`config.mk`:
```
export PLATFORM = sky130hd
export DESIGN_NAME = fat_chain_block_allocator_top_flat
export DESIGN_NICKNAME = d
export VERILOG_FILES = /design/src/sv/fcba_pkg.sv /design/src/sv/fcba_if.sv /design/src/sv/fcba_ram.sv /design/src/sv/fat_chain_block_allocator_top.sv /design/src/flat_wrapper.sv
export VERILOG_INCLUDE_DIRS = /design/src /design/src/sv
export SDC_FILE = /design/constraint.sdc
export NUM_CORES = 2
export LEC_CHECK = 0
export ABC_AREA = 0
export CAP_MARGIN = 20
export CORE_AREA = 2 2 553 555
export DETAILED_ROUTE_END_ITERATION = 8
export DIE_AREA = 0 0 555 557
export DONT_BUFFER_PORTS = 1
export PLACE_DENSITY = 0.52
export SLEW_MARGIN = 20
export SYNTH_ARGS = -nofsm -noshare
export SYNTH_HDL_FRONTEND = slang
export SYNTH_SLANG_ARGS = --single-unit
export TNS_END_PERCENT = 50
```
`constraint.sdc`:
```
create_clock -name clk_i -period 13.9 [get_ports clk_i]
set_clock_uncertainty 0.2 [all_clocks]
set_input_delay 1.39 -clock clk_i [delete_from_list [all_inputs] [get_ports clk_i]]
set_output_delay 1.39 -clock clk_i [all_outputs]
set_load 0.02 [all_outputs]
```
`src/sv/assert_macros.svh`:
```
// Assertion helpers, compiled out for synthesis.
`ifndef ASSERT_MACROS_SVH
`define ASSERT_MACROS_SVH

`ifndef SYNTHESIS
`define ASSERT_IMPLY(label, clk, rst_n, ante, cons) \
  label: assert property (@(posedge clk) disable iff (!(rst_n)) (ante) |-> (cons)) \
    else $error("assertion failed");
`define ASSERT_NEXT(label, clk, rst_n, ante, cons) \
  label: assert property (@(posedge clk) disable iff (!(rst_n)) (ante) |=> (cons)) \
    else $error("assertion failed");
`else
`define ASSERT_IMPLY(label, clk, rst_n, ante, cons)
`define ASSERT_NEXT(label, clk, rst_n, ante, cons)
`endif

`endif

```
`src/sv/fcba_pkg.sv`:
```
`default_nettype none
package fcba_pkg;

  localparam int CMD_W    = 3;
  localparam int NAME_W   = 40;
  localparam int BLK_W    = 8;
  localparam int STATUS_W = 3;
  localparam int CFG_W    = 8;

  localparam logic [CMD_W-1:0] CMD_FORMAT = 3'd0;
  localparam logic [CMD_W-1:0] CMD_CREATE = 3'd1;
  localparam logic [CMD_W-1:0] CMD_REMOVE = 3'd2;
  localparam logic [CMD_W-1:0] CMD_APPEND = 3'd3;
  localparam logic [CMD_W-1:0] CMD_DELETE = 3'd4;
  localparam logic [CMD_W-1:0] CMD_NEXT   = 3'd5;
  localparam logic [CMD_W-1:0] CMD_FIRST  = 3'd6;

  localparam logic [STATUS_W-1:0] STS_OK       = 3'd0;
  localparam logic [STATUS_W-1:0] STS_EXISTS   = 3'd1;
  localparam logic [STATUS_W-1:0] STS_DIRFULL  = 3'd2;
  localparam logic [STATUS_W-1:0] STS_NOTFOUND = 3'd3;
  localparam logic [STATUS_W-1:0] STS_DISKFULL = 3'd4;
  localparam logic [STATUS_W-1:0] STS_NOBLOCK  = 3'd5;
  localparam logic [STATUS_W-1:0] STS_EMPTY    = 3'd6;

  localparam logic [CFG_W-1:0] CFG_RESET    = 8'd14;
  localparam logic [CFG_W-1:0] MIN_DATA_BLK = 8'd2;

  typedef enum logic [3:0] {
    ST_IDLE,
    ST_SCAN_RD,
    ST_SCAN_CMP,
    ST_DISPATCH,
    ST_FORMAT,
    ST_APP_RD,
    ST_APP_POP,
    ST_APP_HEAD,
    ST_APP_WALK,
    ST_CH_WALK,
    ST_DEL_LINK,
    ST_DEL_FREE,
    ST_FINISH
  } state_e;

endpackage
`default_nettype wire

```
`src/sv/fcba_if.sv`:
```
`default_nettype none
interface fcba_req_if;
  logic                       valid;
  logic                       ready;
  logic [fcba_pkg::CMD_W-1:0]  command;
  logic [fcba_pkg::NAME_W-1:0] file_name;
  logic [fcba_pkg::BLK_W-1:0]  block_number;
  modport source (output valid, command, file_name, block_number, input ready);
  modport sink   (input valid, command, file_name, block_number, output ready);
endinterface

interface fcba_rsp_if;
  logic                          valid;
  logic                          ready;
  logic [fcba_pkg::STATUS_W-1:0] status;
  logic [fcba_pkg::BLK_W-1:0]    result_block;
  modport source (output valid, status, result_block, input ready);
  modport sink   (input valid, status, result_block, output ready);
endinterface

interface fcba_cfg_if;
  logic                       valid;
  logic                       ready;
  logic [fcba_pkg::CFG_W-1:0] data;
  modport source (output valid, data, input ready);
  modport sink   (input valid, data, output ready);
endinterface
`default_nettype wire

```
`src/sv/fcba_ram.sv`:
```
`default_nettype none
module fcba_ram #(
  parameter int WIDTH = 8,
  parameter int DEPTH = 256
) (
  input  wire logic                                    clk_i,
  input  wire logic                                    we_i,
  input  wire logic [(DEPTH > 1 ? $clog2(DEPTH) : 1)-1:0] waddr_i,
  input  wire logic [WIDTH-1:0]                        wdata_i,
  input  wire logic [(DEPTH > 1 ? $clog2(DEPTH) : 1)-1:0] raddr_i,
  output logic [WIDTH-1:0]                             rdata_o
);
  logic [WIDTH-1:0] mem_q [DEPTH];

  always_ff @(posedge clk_i) begin
    if (we_i) begin
      mem_q[waddr_i] <= wdata_i;
    end
    rdata_o <= mem_q[raddr_i];
  end
endmodule
`default_nettype wire

```
`src/sv/fat_chain_block_allocator_top.sv`:
```
// File allocation table with a small directory.
// req_i: one command transaction (command, file_name, block_number); taken only
//   while idle, one command in flight at a time.
// rsp_o: exactly one transaction (status, result_block) per command, held
//   until rsp_o.ready; the next command is taken while a response waits.
// cfg_i: first_data_block write, always ready; write only while idle.
// Sequencing from accept to response valid:
//   format: one table write per cycle over every block.
//   others: directory scan, a read state and a compare state per slot
//   (DIR_ENTRIES slots, stops on a hit), then chain walks (append, delete,
//   next), one next-table read per cycle through the single table read port.
// Reset: no free blocks, directory empty, first_data_block = 14. The next
//   table holds nothing valid until the first format.
// A stalled response only delays the return to idle; nothing is dropped.
`default_nettype none
module fat_chain_block_allocator_top #(
  parameter int BLOCK_COUNT = 256,
  parameter int DIR_ENTRIES = 16,
  parameter int NAME_BYTES  = 5
) (
  input  wire logic clk_i,
  input  wire logic rst_ni,
  fcba_req_if.sink   req_i,
  fcba_rsp_if.source rsp_o,
  fcba_cfg_if.sink   cfg_i
);
  import fcba_pkg::*;
  `include "assert_macros.svh"

  localparam int BW  = $clog2(BLOCK_COUNT);
  localparam int CW  = (BW > BLK_W) ? BW : BLK_W;
  localparam int DW  = (DIR_ENTRIES > 1) ? $clog2(DIR_ENTRIES) : 1;
  localparam int SW  = (NAME_BYTES * 8 < NAME_W) ? NAME_BYTES * 8 : NAME_W;
  localparam int DRW = SW + BW;

  state_e state_q, state_d;

  logic [CMD_W-1:0]     cmd_q, cmd_d;
  logic [SW-1:0]        name_q, name_d;
  logic [BLK_W-1:0]     blk_q, blk_d;
  logic [CFG_W-1:0]     cfg_q;
  logic [BW-1:0]        free_head_q, free_head_d;
  logic [DIR_ENTRIES-1:0] used_q, used_d;
  logic [DW-1:0]        idx_q, idx_d;
  logic                 found_q, found_d;
  logic [DW-1:0]        ent_q, ent_d;
  logic [BW-1:0]        head_q, head_d;
  logic                 slot_ok_q, slot_ok_d;
  logic [DW-1:0]        slot_q, slot_d;
  logic [BW-1:0]        cur_q, cur_d;
  logic [BW-1:0]        prev_q, prev_d;
  logic [BW-1:0]        nxt_q, nxt_d;
  logic [BW:0]          steps_q, steps_d;
  logic [STATUS_W-1:0]  fin_status_q, fin_status_d;
  logic [BLK_W-1:0]     fin_block_q, fin_block_d;
  logic                 rsp_valid_q, rsp_valid_d;
  logic [STATUS_W-1:0]  rsp_status_q, rsp_status_d;
  logic [BLK_W-1:0]     rsp_block_q, rsp_block_d;

  logic          nt_we;
  logic [BW-1:0] nt_waddr, nt_wdata, nt_raddr, nt_rdata;
  logic          dir_we;
  logic [DW-1:0] dir_waddr, dir_raddr;
  logic [DRW-1:0] dir_wdata, dir_rdata;

  logic [CFG_W-1:0] fd;
  logic             fd_in_range;
  logic             req_fire;
  logic             cmd_scans;
  logic             hit;
  logic             scan_last;
  logic             walk_end;
  logic             cur_is_blk;

  fcba_ram #(.WIDTH(BW), .DEPTH(BLOCK_COUNT)) u_next_tbl (
    .clk_i   (clk_i),
    .we_i    (nt_we),
    .waddr_i (nt_waddr),
    .wdata_i (nt_wdata),
    .raddr_i (nt_raddr),
    .rdata_o (nt_rdata)
  );

  fcba_ram #(.WIDTH(DRW), .DEPTH(DIR_ENTRIES)) u_dir (
    .clk_i   (clk_i),
    .we_i    (dir_we),
    .waddr_i (dir_waddr),
    .wdata_i (dir_wdata),
    .raddr_i (dir_raddr),
    .rdata_o (dir_rdata)
  );

  assign req_i.ready  = (state_q == ST_IDLE);
  assign req_fire     = req_i.valid && req_i.ready;
  assign cfg_i.ready  = 1'b1;
  assign rsp_o.valid  = rsp_valid_q;
  assign rsp_o.status = rsp_status_q;
  assign rsp_o.result_block = rsp_block_q;

  assign fd          = (cfg_q < MIN_DATA_BLK) ? MIN_DATA_BLK : cfg_q;
  assign fd_in_range = 32'(fd) < 32'(BLOCK_COUNT);
  assign cmd_scans   = (cmd_q >= CMD_CREATE) && (cmd_q <= CMD_FIRST);
  assign hit         = used_q[idx_q] && (dir_rdata[DRW-1:BW] == name_q);
  assign scan_last   = (idx_q == DW'(DIR_ENTRIES - 1));
  assign walk_end    = (steps_q == (BW+1)'(BLOCK_COUNT));
  assign cur_is_blk  = (CW'(cur_q) == CW'(blk_q));

  // next state
  always_comb begin
    state_d = state_q;
    case (state_q)
      ST_IDLE: begin
        if (req_fire) begin
          if (req_i.command == CMD_FORMAT) begin
            state_d = ST_FORMAT;
          end else if (req_i.command >= CMD_CREATE && req_i.command <= CMD_FIRST) begin
            state_d = ST_SCAN_RD;
          end else begin
            state_d = ST_FINISH;
          end
        end
      end
      ST_SCAN_RD:  state_d = ST_SCAN_CMP;
      ST_SCAN_CMP: state_d = (hit || scan_last) ? ST_DISPATCH : ST_SCAN_RD;
      ST_DISPATCH: begin
        state_d = ST_FINISH;
        if (found_q && cmd_q == CMD_APPEND && free_head_q != '0) begin
          state_d = ST_APP_RD;
        end else if (found_q && (cmd_q == CMD_DELETE || cmd_q == CMD_NEXT) &&
                     head_q != '0 && blk_q != '0) begin
          state_d = ST_CH_WALK;
        end
      end
      ST_FORMAT:   state_d = (cur_q == BW'(BLOCK_COUNT - 1)) ? ST_FINISH : ST_FORMAT;
      ST_APP_RD:   state_d = ST_APP_POP;
      ST_APP_POP:  state_d = ST_APP_HEAD;
      ST_APP_HEAD: state_d = (head_q == '0) ? ST_FINISH : ST_APP_WALK;
      ST_APP_WALK: state_d = (nt_rdata == '0 || walk_end) ? ST_FINISH : ST_APP_WALK;
      ST_CH_WALK: begin
        if (cur_q == '0 || walk_end) begin
          state_d = ST_FINISH;
        end else if (cur_is_blk) begin
          state_d = (cmd_q == CMD_DELETE) ? ST_DEL_LINK : ST_FINISH;
        end
      end
      ST_DEL_LINK: state_d = ST_DEL_FREE;
      ST_DEL_FREE: state_d = ST_FINISH;
      ST_FINISH:   state_d = (!rsp_valid_q || rsp_o.ready) ? ST_IDLE : ST_FINISH;
      default:     state_d = ST_IDLE;
    endcase
  end

  // datapath and memory control
  always_comb begin
    cmd_d        = cmd_q;
    name_d       = name_q;
    blk_d        = blk_q;
    free_head_d  = free_head_q;
    used_d       = used_q;
    idx_d        = idx_q;
    found_d      = found_q;
    ent_d        = ent_q;
    head_d       = head_q;
    slot_ok_d    = slot_ok_q;
    slot_d       = slot_q;
    cur_d        = cur_q;
    prev_d       = prev_q;
    nxt_d        = nxt_q;
    steps_d      = steps_q;
    fin_status_d = fin_status_q;
    fin_block_d  = fin_block_q;
    rsp_valid_d  = rsp_valid_q && !rsp_o.ready;
    rsp_status_d = rsp_status_q;
    rsp_block_d  = rsp_block_q;
    nt_we        = 1'b0;
    nt_waddr     = cur_q;
    nt_wdata     = '0;
    nt_raddr     = cur_q;
    dir_we       = 1'b0;
    dir_waddr    = ent_q;
    dir_wdata    = {name_q, {BW{1'b0}}};
    dir_raddr    = idx_q;

    case (state_q)
      ST_IDLE: begin
        if (req_fire) begin
          cmd_d        = req_i.command;
          name_d       = req_i.file_name[SW-1:0];
          blk_d        = req_i.block_number;
          idx_d        = '0;
          found_d      = 1'b0;
          slot_ok_d    = 1'b0;
          cur_d        = '0;
          fin_status_d = STS_OK;
          fin_block_d  = '0;
        end
      end
      ST_SCAN_CMP: begin
        if (hit) begin
          found_d = 1'b1;
          ent_d   = idx_q;
          head_d  = dir_rdata[BW-1:0];
        end
        if (!used_q[idx_q] && !slot_ok_q) begin
          slot_ok_d = 1'b1;
          slot_d    = idx_q;
        end
        idx_d = idx_q + DW'(1);
      end
      ST_DISPATCH: begin
        if (cmd_q == CMD_CREATE) begin
          if (found_q) begin
            fin_status_d = STS_EXISTS;
          end else if (!slot_ok_q) begin
            fin_status_d = STS_DIRFULL;
          end else begin
            dir_we          = 1'b1;
            dir_waddr       = slot_q;
            used_d[slot_q]  = 1'b1;
          end
        end else if (cmd_scans && !found_q) begin
          fin_status_d = STS_NOTFOUND;
        end else begin
          case (cmd_q)
            CMD_REMOVE: used_d[ent_q] = 1'b0;
            CMD_APPEND: begin
              if (free_head_q == '0) fin_status_d = STS_DISKFULL;
            end
            CMD_DELETE, CMD_NEXT: begin
              if (head_q == '0) begin
                fin_status_d = STS_EMPTY;
              end else if (blk_q == '0) begin
                fin_status_d = STS_NOBLOCK;
              end else begin
                nt_raddr = head_q;
                cur_d    = head_q;
                steps_d  = '0;
              end
            end
            CMD_FIRST: fin_block_d = BLK_W'(head_q);
            default: ;
          endcase
        end
      end
      ST_FORMAT: begin
        nt_we    = 1'b1;
        nt_waddr = cur_q;
        nt_wdata = (32'(cur_q) >= 32'(fd) && cur_q != BW'(BLOCK_COUNT - 1)) ?
                   cur_q + BW'(1) : '0;
        cur_d    = cur_q + BW'(1);
        if (cur_q == BW'(BLOCK_COUNT - 1)) begin
          free_head_d = fd_in_range ? BW'(fd) : '0;
          used_d      = '0;
        end
      end
      ST_APP_RD: begin
        nt_raddr = free_head_q;
        nxt_d    = free_head_q;
      end
      ST_APP_POP: begin
        // nxt_q holds the popped block
        free_head_d = nt_rdata;
        nt_we       = 1'b1;
        nt_waddr    = nxt_q;
        nt_wdata    = '0;
        fin_block_d = BLK_W'(nxt_q);
      end
      ST_APP_HEAD: begin
        if (head_q == '0) begin
          dir_we    = 1'b1;
          dir_waddr = ent_q;
          dir_wdata = {name_q, nxt_q};
        end else begin
          nt_raddr = head_q;
          cur_d    = head_q;
          steps_d  = '0;
        end
      end
      ST_APP_WALK: begin
        // nt_rdata = next[cur_q]
        if (nt_rdata == '0 || walk_end) begin
          nt_we    = 1'b1;
          nt_waddr = cur_q;
          nt_wdata = nxt_q;
        end else begin
          cur_d    = nt_rdata;
          nt_raddr = nt_rdata;
          steps_d  = steps_q + (BW+1)'(1);
        end
      end
      ST_CH_WALK: begin
        if (cur_q == '0 || walk_end) begin
          fin_status_d = STS_NOBLOCK;
        end else if (cur_is_blk) begin
          nxt_d = nt_rdata;
          if (cmd_q == CMD_NEXT) fin_block_d = BLK_W'(nt_rdata);
        end else begin
          prev_d   = cur_q;
          cur_d    = nt_rdata;
          nt_raddr = nt_rdata;
          steps_d  = steps_q + (BW+1)'(1);
        end
      end
      ST_DEL_LINK: begin
        if (steps_q == '0) begin
          dir_we    = 1'b1;
          dir_waddr = ent_q;
          dir_wdata = {name_q, nxt_q};
        end else begin
          nt_we    = 1'b1;
          nt_waddr = prev_q;
          nt_wdata = nxt_q;
        end
      end
      ST_DEL_FREE: begin
        nt_we       = 1'b1;
        nt_waddr    = cur_q;
        nt_wdata    = free_head_q;
        free_head_d = cur_q;
      end
      ST_FINISH: begin
        if (!rsp_valid_q || rsp_o.ready) begin
          rsp_valid_d  = 1'b1;
          rsp_status_d = fin_status_q;
          rsp_block_d  = fin_block_q;
        end
      end
      default: ;
    endcase
  end

  always_ff @(posedge clk_i or negedge rst_ni) begin
    if (!rst_ni) begin
      state_q     <= ST_IDLE;
      cfg_q       <= CFG_RESET;
      free_head_q <= '0;
      used_q      <= '0;
      rsp_valid_q <= 1'b0;
    end else begin
      state_q     <= state_d;
      if (cfg_i.valid && cfg_i.ready) cfg_q <= cfg_i.data;
      free_head_q <= free_head_d;
      used_q      <= used_d;
      rsp_valid_q <= rsp_valid_d;
    end
  end

  always_ff @(posedge clk_i) begin
    cmd_q        <= cmd_d;
    name_q       <= name_d;
    blk_q        <= blk_d;
    idx_q        <= idx_d;
    found_q      <= found_d;
    ent_q        <= ent_d;
    head_q       <= head_d;
    slot_ok_q    <= slot_ok_d;
    slot_q       <= slot_d;
    cur_q        <= cur_d;
    prev_q       <= prev_d;
    nxt_q        <= nxt_d;
    steps_q      <= steps_d;
    fin_status_q <= fin_status_d;
    fin_block_q  <= fin_block_d;
    rsp_status_q <= rsp_status_d;
    rsp_block_q  <= rsp_block_d;
  end

  `ASSERT_NEXT(a_busy_after_accept, clk_i, rst_ni, req_fire, !req_i.ready)
  `ASSERT_IMPLY(a_dir_write_busy, clk_i, rst_ni, dir_we, state_q != ST_IDLE)
  `ASSERT_IMPLY(a_table_write_busy, clk_i, rst_ni, nt_we, state_q != ST_IDLE)
  `ASSERT_IMPLY(a_walk_bounded, clk_i, rst_ni, state_q == ST_APP_WALK || state_q == ST_CH_WALK, steps_q <= (BW+1)'(BLOCK_COUNT))
endmodule
`default_nettype wire
```
`src/flat_wrapper.sv`:
```
// flat-port wrapper written by rule: the top's interface ports become plain ports
module fat_chain_block_allocator_top_flat import fcba_pkg::*;
#(
  parameter int BLOCK_COUNT = 256,
  parameter int DIR_ENTRIES = 16,
  parameter int NAME_BYTES  = 5
)
  (clk_i, rst_ni, req_i_valid, req_i_command, req_i_file_name, req_i_block_number, req_i_ready, rsp_o_valid, rsp_o_status, rsp_o_result_block, rsp_o_ready, cfg_i_valid, cfg_i_data, cfg_i_ready);
  fcba_req_if req_i_i ();
  fcba_rsp_if rsp_o_i ();
  fcba_cfg_if cfg_i_i ();
  input  wire logic clk_i;
  input  wire logic rst_ni;
  input wire logic [$bits(req_i_i.valid)-1:0] req_i_valid;
  input wire logic [$bits(req_i_i.command)-1:0] req_i_command;
  input wire logic [$bits(req_i_i.file_name)-1:0] req_i_file_name;
  input wire logic [$bits(req_i_i.block_number)-1:0] req_i_block_number;
  output wire logic [$bits(req_i_i.ready)-1:0] req_i_ready;
  output wire logic [$bits(rsp_o_i.valid)-1:0] rsp_o_valid;
  output wire logic [$bits(rsp_o_i.status)-1:0] rsp_o_status;
  output wire logic [$bits(rsp_o_i.result_block)-1:0] rsp_o_result_block;
  input wire logic [$bits(rsp_o_i.ready)-1:0] rsp_o_ready;
  input wire logic [$bits(cfg_i_i.valid)-1:0] cfg_i_valid;
  input wire logic [$bits(cfg_i_i.data)-1:0] cfg_i_data;
  output wire logic [$bits(cfg_i_i.ready)-1:0] cfg_i_ready;
  assign req_i_i.valid = req_i_valid;
  assign req_i_i.command = req_i_command;
  assign req_i_i.file_name = req_i_file_name;
  assign req_i_i.block_number = req_i_block_number;
  assign req_i_ready = req_i_i.ready;
  assign rsp_o_valid = rsp_o_i.valid;
  assign rsp_o_status = rsp_o_i.status;
  assign rsp_o_result_block = rsp_o_i.result_block;
  assign rsp_o_i.ready = rsp_o_ready;
  assign cfg_i_i.valid = cfg_i_valid;
  assign cfg_i_i.data = cfg_i_data;
  assign cfg_i_ready = cfg_i_i.ready;
  fat_chain_block_allocator_top #(.BLOCK_COUNT(BLOCK_COUNT), .DIR_ENTRIES(DIR_ENTRIES), .NAME_BYTES(NAME_BYTES)) u_core (.clk_i(clk_i), .rst_ni(rst_ni), .req_i(req_i_i), .rsp_o(rsp_o_i), .cfg_i(cfg_i_i));
endmodule
```
### Yosys cells after proc, flatten, opt, wreduce, memory -nomap -nowiden

Memories as Yosys holds them, arrays and structs flattened. A register that Yosys moved wholly into a read port is not among the register bits.
Index checks and enable logic that the tools add are counted.

| word-level totals | value |
|---|---|
| output and inout bits | 14 |
| input bits | 64 |
| logic and storage cells | 263 |
| memories | 2 |
| flip-flop bits (word level) | 165 |
| bits in writable memories | 2816 |

| cells by class | value |
|---|---|
| bitwise logic cells | 5 |
| reductions and logical operators | 62 |
| multiplexer cells | 108 |
| add/subtract/negate cells | 3 |
| order comparisons | 11 |
| equal/unequal tests | 50 |

Memories:

| name | words | width | rd ports | clocked after memory_dff | write ports | RTL line | source |
|---|---|---|---|---|---|---|---|
| u_core.u_next_tbl.mem_q | 256 | 8 | 1 | 1 | 1 | fcba_ram.sv:13 | `logic [WIDTH-1:0] mem_q [DEPTH];` |
| u_core.u_dir.mem_q | 16 | 48 | 1 | 1 | 1 | fcba_ram.sv:13 |  |

Operators by type and width:

| cell | count |
|---|---|
| two-way mux 8 bit | 26 |
| two-way mux 16 bit | 6 |
| two-way mux 9 bit | 9 |
| one-hot mux 8 bit (4 select lines) | 2 |
| two-way mux 4 bit | 13 |
| one-hot mux 4 bit (13 select lines) | 1 |
| one-hot mux 8 bit (2 select lines) | 3 |
| one-hot mux 8 bit (6 select lines) | 1 |
| equality test 40 bit | 1 |
| zero test 8 bit | 5 |
| one-hot mux 8 bit (5 select lines) | 1 |
| two-way mux 3 bit | 13 |
| one-hot mux 9 bit (4 select lines) | 1 |
| one-hot mux 16 bit (2 select lines) | 1 |
| equality test 4 bit, second input constant | 6 |
| one-hot mux 8 bit (3 select lines) | 1 |
| nonzero test 8 bit | 3 |
| inequality test 2 bit, second input constant | 10 |
| two-way mux 1 bit | 19 |
| bitwise AND 16 bit | 1 |
| equality test 4 x 3 -> 1 bit, second input constant | 4 |
| NOT 16 bit | 1 |
| OR 16 bit | 1 |
| AND reduction 2 bit | 8 |
| 52 further kinds | 102 |

### Depth between registers and ports, before layout

| depth | value |
|---|---|
| word-level depth | 10 |
| gate-level depth with buffers | 20 |
| gate-level depth less buffers | 17 |

### Modules after synthesis

Synthesis repeated with hierarchy kept, for this count alone.

| second synthesis, totals | value |
|---|---|
| cell total of the unflattened synthesis | 5749 |
| area, all modules | 117928.1 sq um |

Modules (own cells, without submodules):

| module | cells an instance | seq. area each (sq um) | area an instance (sq um) | instances |
|---|---|---|---|---|
| fcba_ram at u_core.u_next_tbl | 3733 | 61659.1 | 79556.3 | 1 |
| fcba_ram at u_core.u_dir | 1242 | 24023.0 | 29691.0 | 1 |
| fat_chain_block_allocator_top | 774 | 4773.3 | 8680.8 | 1 |

### Worst setup path after synthesis

No wires, ideal clock.

| timing path | value |
|---|---|
| path kind | register -> register |
| start | register u_core.cfg_q[4] |
| end | memory u_core.u_next_tbl.mem_q[0][2] (data pin) |
| data required time | 11.513 ns |
| cell stages (with the launch flop) | 18 |
| buffers on the path | 1 |
| library setup time | 2.187 ns |
| arrival time | 12.273 ns |
| slack | -0.761 ns |
| period minus slack after synthesis | 14.661 ns |
| cell sequence | dfrtp_1 nor4_1 nand2_1 o21a_1 ha_1 nand2b_1 a21oi_1 nor2b_1 o21ai_0 nand2b_1 a21oi_1 nor2b_1 o21ai_0 nand2b_1 a21oi_1 or2_2 clkbuf_1 o21ai_0 |

| on the way | value |
|---|---|
| cells in the longest elaborated chain, start to end | 6 |

Ends and longest elaborated chain:

| item | RTL line | source |
|---|---|---|
| from (decl) | fat_chain_block_allocator_top.sv:41 | `logic [CFG_W-1:0] cfg_q;` |
| from (signal assigned) | fat_chain_block_allocator_top.sv:341 | `if (cfg_i.valid && cfg_i.ready) cfg_q <= cfg_i.data;` |
| less-than comparator 8 x 2 -> 1 bit | fat_chain_block_allocator_top.sv:100 | `assign fd = (cfg_q < MIN_DATA_BLK) ? MIN_DATA_BLK : cfg_q;` |
| two-way mux 8 bit (*) | fat_chain_block_allocator_top.sv:100 |  |
| greater-or-equal comparator 8 bit (*) | fat_chain_block_allocator_top.sv:248 | `nt_wdata = (32'(cur_q) >= 32'(fd) && cur_q != BW'(BLOCK_COUNT - 1)) ?` |
| logical AND 1 bit (*) | fat_chain_block_allocator_top.sv:248 |  |
| two-way mux 8 bit (*) | fat_chain_block_allocator_top.sv:248 |  |
| one-hot mux 8 bit (4 select lines) (*) | fat_chain_block_allocator_top.sv:184 | `case (state_q)` |
| via u_core.nt_wdata[2] | fat_chain_block_allocator_top.sv:61 | `logic [BW-1:0] nt_waddr, nt_wdata, nt_raddr, nt_rdata;` |
| to (decl) | fcba_ram.sv:13 |  |

Mark *: on every way through the listed nets, which the timed path passes. The rest lies on a longest branch.

### Worst setup path after layout

| timing path | value |
|---|---|
| start | register u_core.state_q[3] |
| end | register u_core.u_next_tbl.rdata_o[3] (read register of u_core.u_next_tbl.mem_q) |

| on the way | value |
|---|---|
| cells in the longest elaborated chain, start to end | 2 |
| elaborated cells between the ends (all ways) | 6 |
| classes of those cells | eq/ne: 5; mux: 1 |

Ends and longest elaborated chain:

| item | RTL line | source |
|---|---|---|
| from (decl) | fat_chain_block_allocator_top.sv:36 | `state_e state_q, state_d;` |
| from (signal assigned) | fat_chain_block_allocator_top.sv:340 | `state_q <= state_d;` |
| equality test 4 bit (tied with other cells) | fat_chain_block_allocator_top.sv:184 |  |
| one-hot mux 8 bit (5 select lines) (*) | fat_chain_block_allocator_top.sv:184 |  |
| to (decl) | fcba_ram.sv:11 | `output logic [WIDTH-1:0] rdata_o` |

Mark *: on every way between the ends. The rest lies on a longest branch, timed or not.
A chain may end at the register's enable or synchronous reset.

==> impl_metrics.ini <==
[logic_synthesis]
synth.net_count = 8046
synth_cell_types = 86
synth_edf_count = 2944
ys_seq_area_share_pct = 74.8
synth_area_sq_um = 121000
syn_avg_cell_area_sq_um = 15.2
ys_warn_count = 0
synthArstFlopShare_pct = 1.22
synth-main-ff-cell = edfxtp_1
ys_ff_latch = 3037
syn_inst = 7969

[pwr]
swShare_pct = 40.7
combPwrFrac_pct = 39.2
seqPwrFrac_pct = 34.4
power_switching_mw = 13.2
ir_drop_mv = 0.271
finalPower_mw = 32.3
p_per_area_nw_per_um2 = 238
intPower_mw = 19.1
leakage_nw = 43.9
clock_power_share_pct = 26.4

[place]
dp_hpwl_microns = 193000
place.gp.congestion = 0.860
io_buffers = 0
post-place-ws_ps = 6480

[routing]
dr.pass1.iters = 8
remaining_drc_errors = 0
drt_iter0_markers = 7258
avgViaCountPerCell = 5.75
routed_wl_microns = 341000
postRouteAntennaNets = 0
num_vias = 70000
wl_per_cell_microns = 28.1

[timing]
holdWs_ps = 120
rsz0062_at_grt = false
setup_ws_ps = 6290
maxSlewHeadroom_pct = 18.4
tightest_slew_ps = 1220
period_share_pct = 54.8
fin_tns_setup_ps = 0
timing.final.max_slew_violations = 0
min_period_ps = 7610
finalHoldViolations = 0
setup_viol_count_final = 0
fmax_mhz = 131

[cts]
cts_tree = done
clk_pin_slew_ps = 60
post_cts_buffers = 0
postCtsHoldBufs = 1
cts_resized = 0
insertion_delay_ps = 910
cts_max_level = 5
clockBufferDepth = 4
cts-root-buf = clkbuf_16
cts_sinks = 3037
numCtsBuffers = 327

[job]
max-cap-violations = 0

[layout]
layout_common_cells = edfxtp_1 (2944), nand2_1 (1514), nand3_1 (392)
utilization_pct = 44.5
final_nets = 7971
drive_gt1_share_pct = 11.6
final_common_cell = edfxtp_1
synthToLayoutAreaGrowth_pct = 12.0
nFillCells = 26500

[setup_path]
cp-end-kind = register
worstPathRequired_ps = 14480
crit_path_end = u_core.u_next_tbl.rdata_o[3]
start_kind = register
slowest_delay_ps = 910
slowest_stage = buf_4
path_cells = nand2b_1 > nor2_2 > nand2_1 > o311ai_4 > o21ai_4 > buf_4 > nand2_8 > buf_4 > mux2i_1 > o22ai_1 > a22o_1 > a211oi_1 > a211o_1 > nand3b_1 > a211o_1
crit_fanout = 124
rrSetupSlack_ps = 6290
startpoint = u_core.state_q[3]
crit_type = reg -> reg
r2r_end = u_core.u_next_tbl.rdata_o[3]
r2r_start = u_core.state_q[3]
reg2regPathDepth = 15
crit_arrival_ps = 8190

[floorplan]
placementRows = 203
core_area_sq_um = 304000
initial_core_util_pct = 39.8
die_w_microns = 555
io_pins = 78
die_y_microns = 557
dieArea_sq_um = 309000

[global_route]
grt_pass1_vias = 68600
gr-total-overflow = 0
grt_pass1_wl_microns = 493000
track_usage_pct = 21.6
grt_max_degree = 189
antenna_found_initial = 29

[run_status]
outcome = completed

[worst_hold_path]
hold_path_class = in -> async
## layout make-up
type | count | area, sq um | share of cell area [%]
antenna | 2 | 5.00 | 0.00370
clock buffer | 412 | 8690 | 6.42
clock inverter | 185 | 1700 | 1.25
inverter | 24 | 91.3 | 0.0674
multi-input combinational | 4359 | 28200 | 20.8
sequential | 3037 | 90500 | 66.8
tap | 3997 | 5000 | 3.69
timing repair buffer | 145 | 1330 | 0.984
## Yosys cell counts (8+ instances only)
library cell	instances	area share, %
nor2_1	379	1.2
nor2b_1	19	0.098
a211oi_1	244	1.5
xor2_1	26	0.19
dfxtp_1	56	0.93
buf_4	31	0.19
o21ai_0	56	0.23
nand3b_1	11	0.068
a21oi_1	204	0.84
a21o_1	10	0.062
xnor2_1	36	0.26
a22o_1	21	0.15
a222oi_1	9	0.074
nand2b_1	12	0.062
and2_1	18	0.093
nor4_1	37	0.19
inv_1	24	0.074
a221oi_1	10	0.072
a32oi_1	13	0.094
buf_2	207	0.86
and3_1	284	1.5
buf_1	47	0.15
buf_6	18	0.17
o22ai_1	38	0.20
o22a_1	17	0.12
a22oi_1	39	0.24
a211o_1	15	0.11
clkbuf_1	245	0.76
edfxtp_1	2944	73
nand2_1	1516	4.7
a31oi_1	227	1.2
dfrtp_1	34	0.70
ha_1	13	0.13
or2_2	8	0.041
mux2i_1	105	0.87
nor3_1	33	0.14
o221ai_1	23	0.17
a311oi_1	183	1.3
nand4_1	11	0.057
a211oi_2	14	0.14
nand3_1	392	1.6
a221o_1	8	0.066
mux4_2	245	4.6
## how the worst min path moves through the flow
| stage | end | cells past startpoint |
|---|---|---|
| global route | u_core.cfg_q[3] | 0 |
| global placement | u_core.head_q[6] | 0 |
| floorplan | u_core.head_q[0] | 0 |
| finish | u_core.cfg_q[3] | 0 |
| CTS | u_core.cfg_q[1] | 0 |
| detailed placement | u_core.head_q[0] | 0 |
## sequential cells by signal, summed over array words and instances, names as in the netlist, 3 cells and up
signal and flops:
u_core.state_q 4, u_core.u_dir.mem_q 768, u_core.name_q 40, u_core.used_q 16, u_core.steps_q 9, u_core.cfg_q 8
u_core.rsp_o.status 3, u_core.fin_status_q 3, u_core.head_q 8, u_core.slot_q 4, u_core.nxt_q 8, u_core.cur_q 8
u_core.u_dir.rdata_o 48, u_core.free_head_q 8, u_core.ent_q 4, u_core.u_next_tbl.rdata_o 8, u_core.rsp_o.result_block 8, u_core.blk_q 8
u_core.dir_raddr 4, u_core.prev_q 8, u_core.u_next_tbl.mem_q 2048, u_core.cmd_q 3, u_core.fin_block_q 8
## metrics by stage
stage          std cells  cell area, sq um
3_5_place_dp       11600            125000
6_report           12200            135000
2_1_floorplan       7969            121000
4_1_cts            12200            135000
3_3_place_gp       11600            125000
5_1_grt            12200            135000
## power groups by stage
stage | Clock (mW) | Sequential (mW) | Combinational (mW)
after floorplan | 0 | 11.4 | 8.01
after global placement | 0 | 11.3 | 12.6
after detailed placement | 0 | 11.3 | 12.6
after CTS | 8.67 | 11.1 | 12.6
after global routing | 9.00 | 11.1 | 13.5
final | 8.52 | 11.1 | 12.7
## routing by layer
metal / global-route usage [%] / routed length (microns) / up-vias
met5: 0 / 150 / -
met1: 30.1 / 146000 / 36200
met3: 3.06 / 20800 / 576
met4: 6.89 / 11200 / 22
met2: 35.1 / 163000 / 2480
li1: - / - / 30700
## critical path: cells and delay by family, from the launching register on
kind                   cells  cell delay (ps)
multiplexers               1              270
flip-flops                 1              720
AND/OR/NAND/NOR            5             2370
buffers and inverters      2             1300
AO/OA/AOI/OAI              7             2380
## cell families after synthesis
family,share of synthesized area [%]
flops,74.8
simple gates,9.96
compound gates,7.01
buf+inv,2.20
mux,5.46
xor+xnor,0.449
fa+ha+maj,0.134
other cells,0.00310
Power figures use the tool's default switching activity.
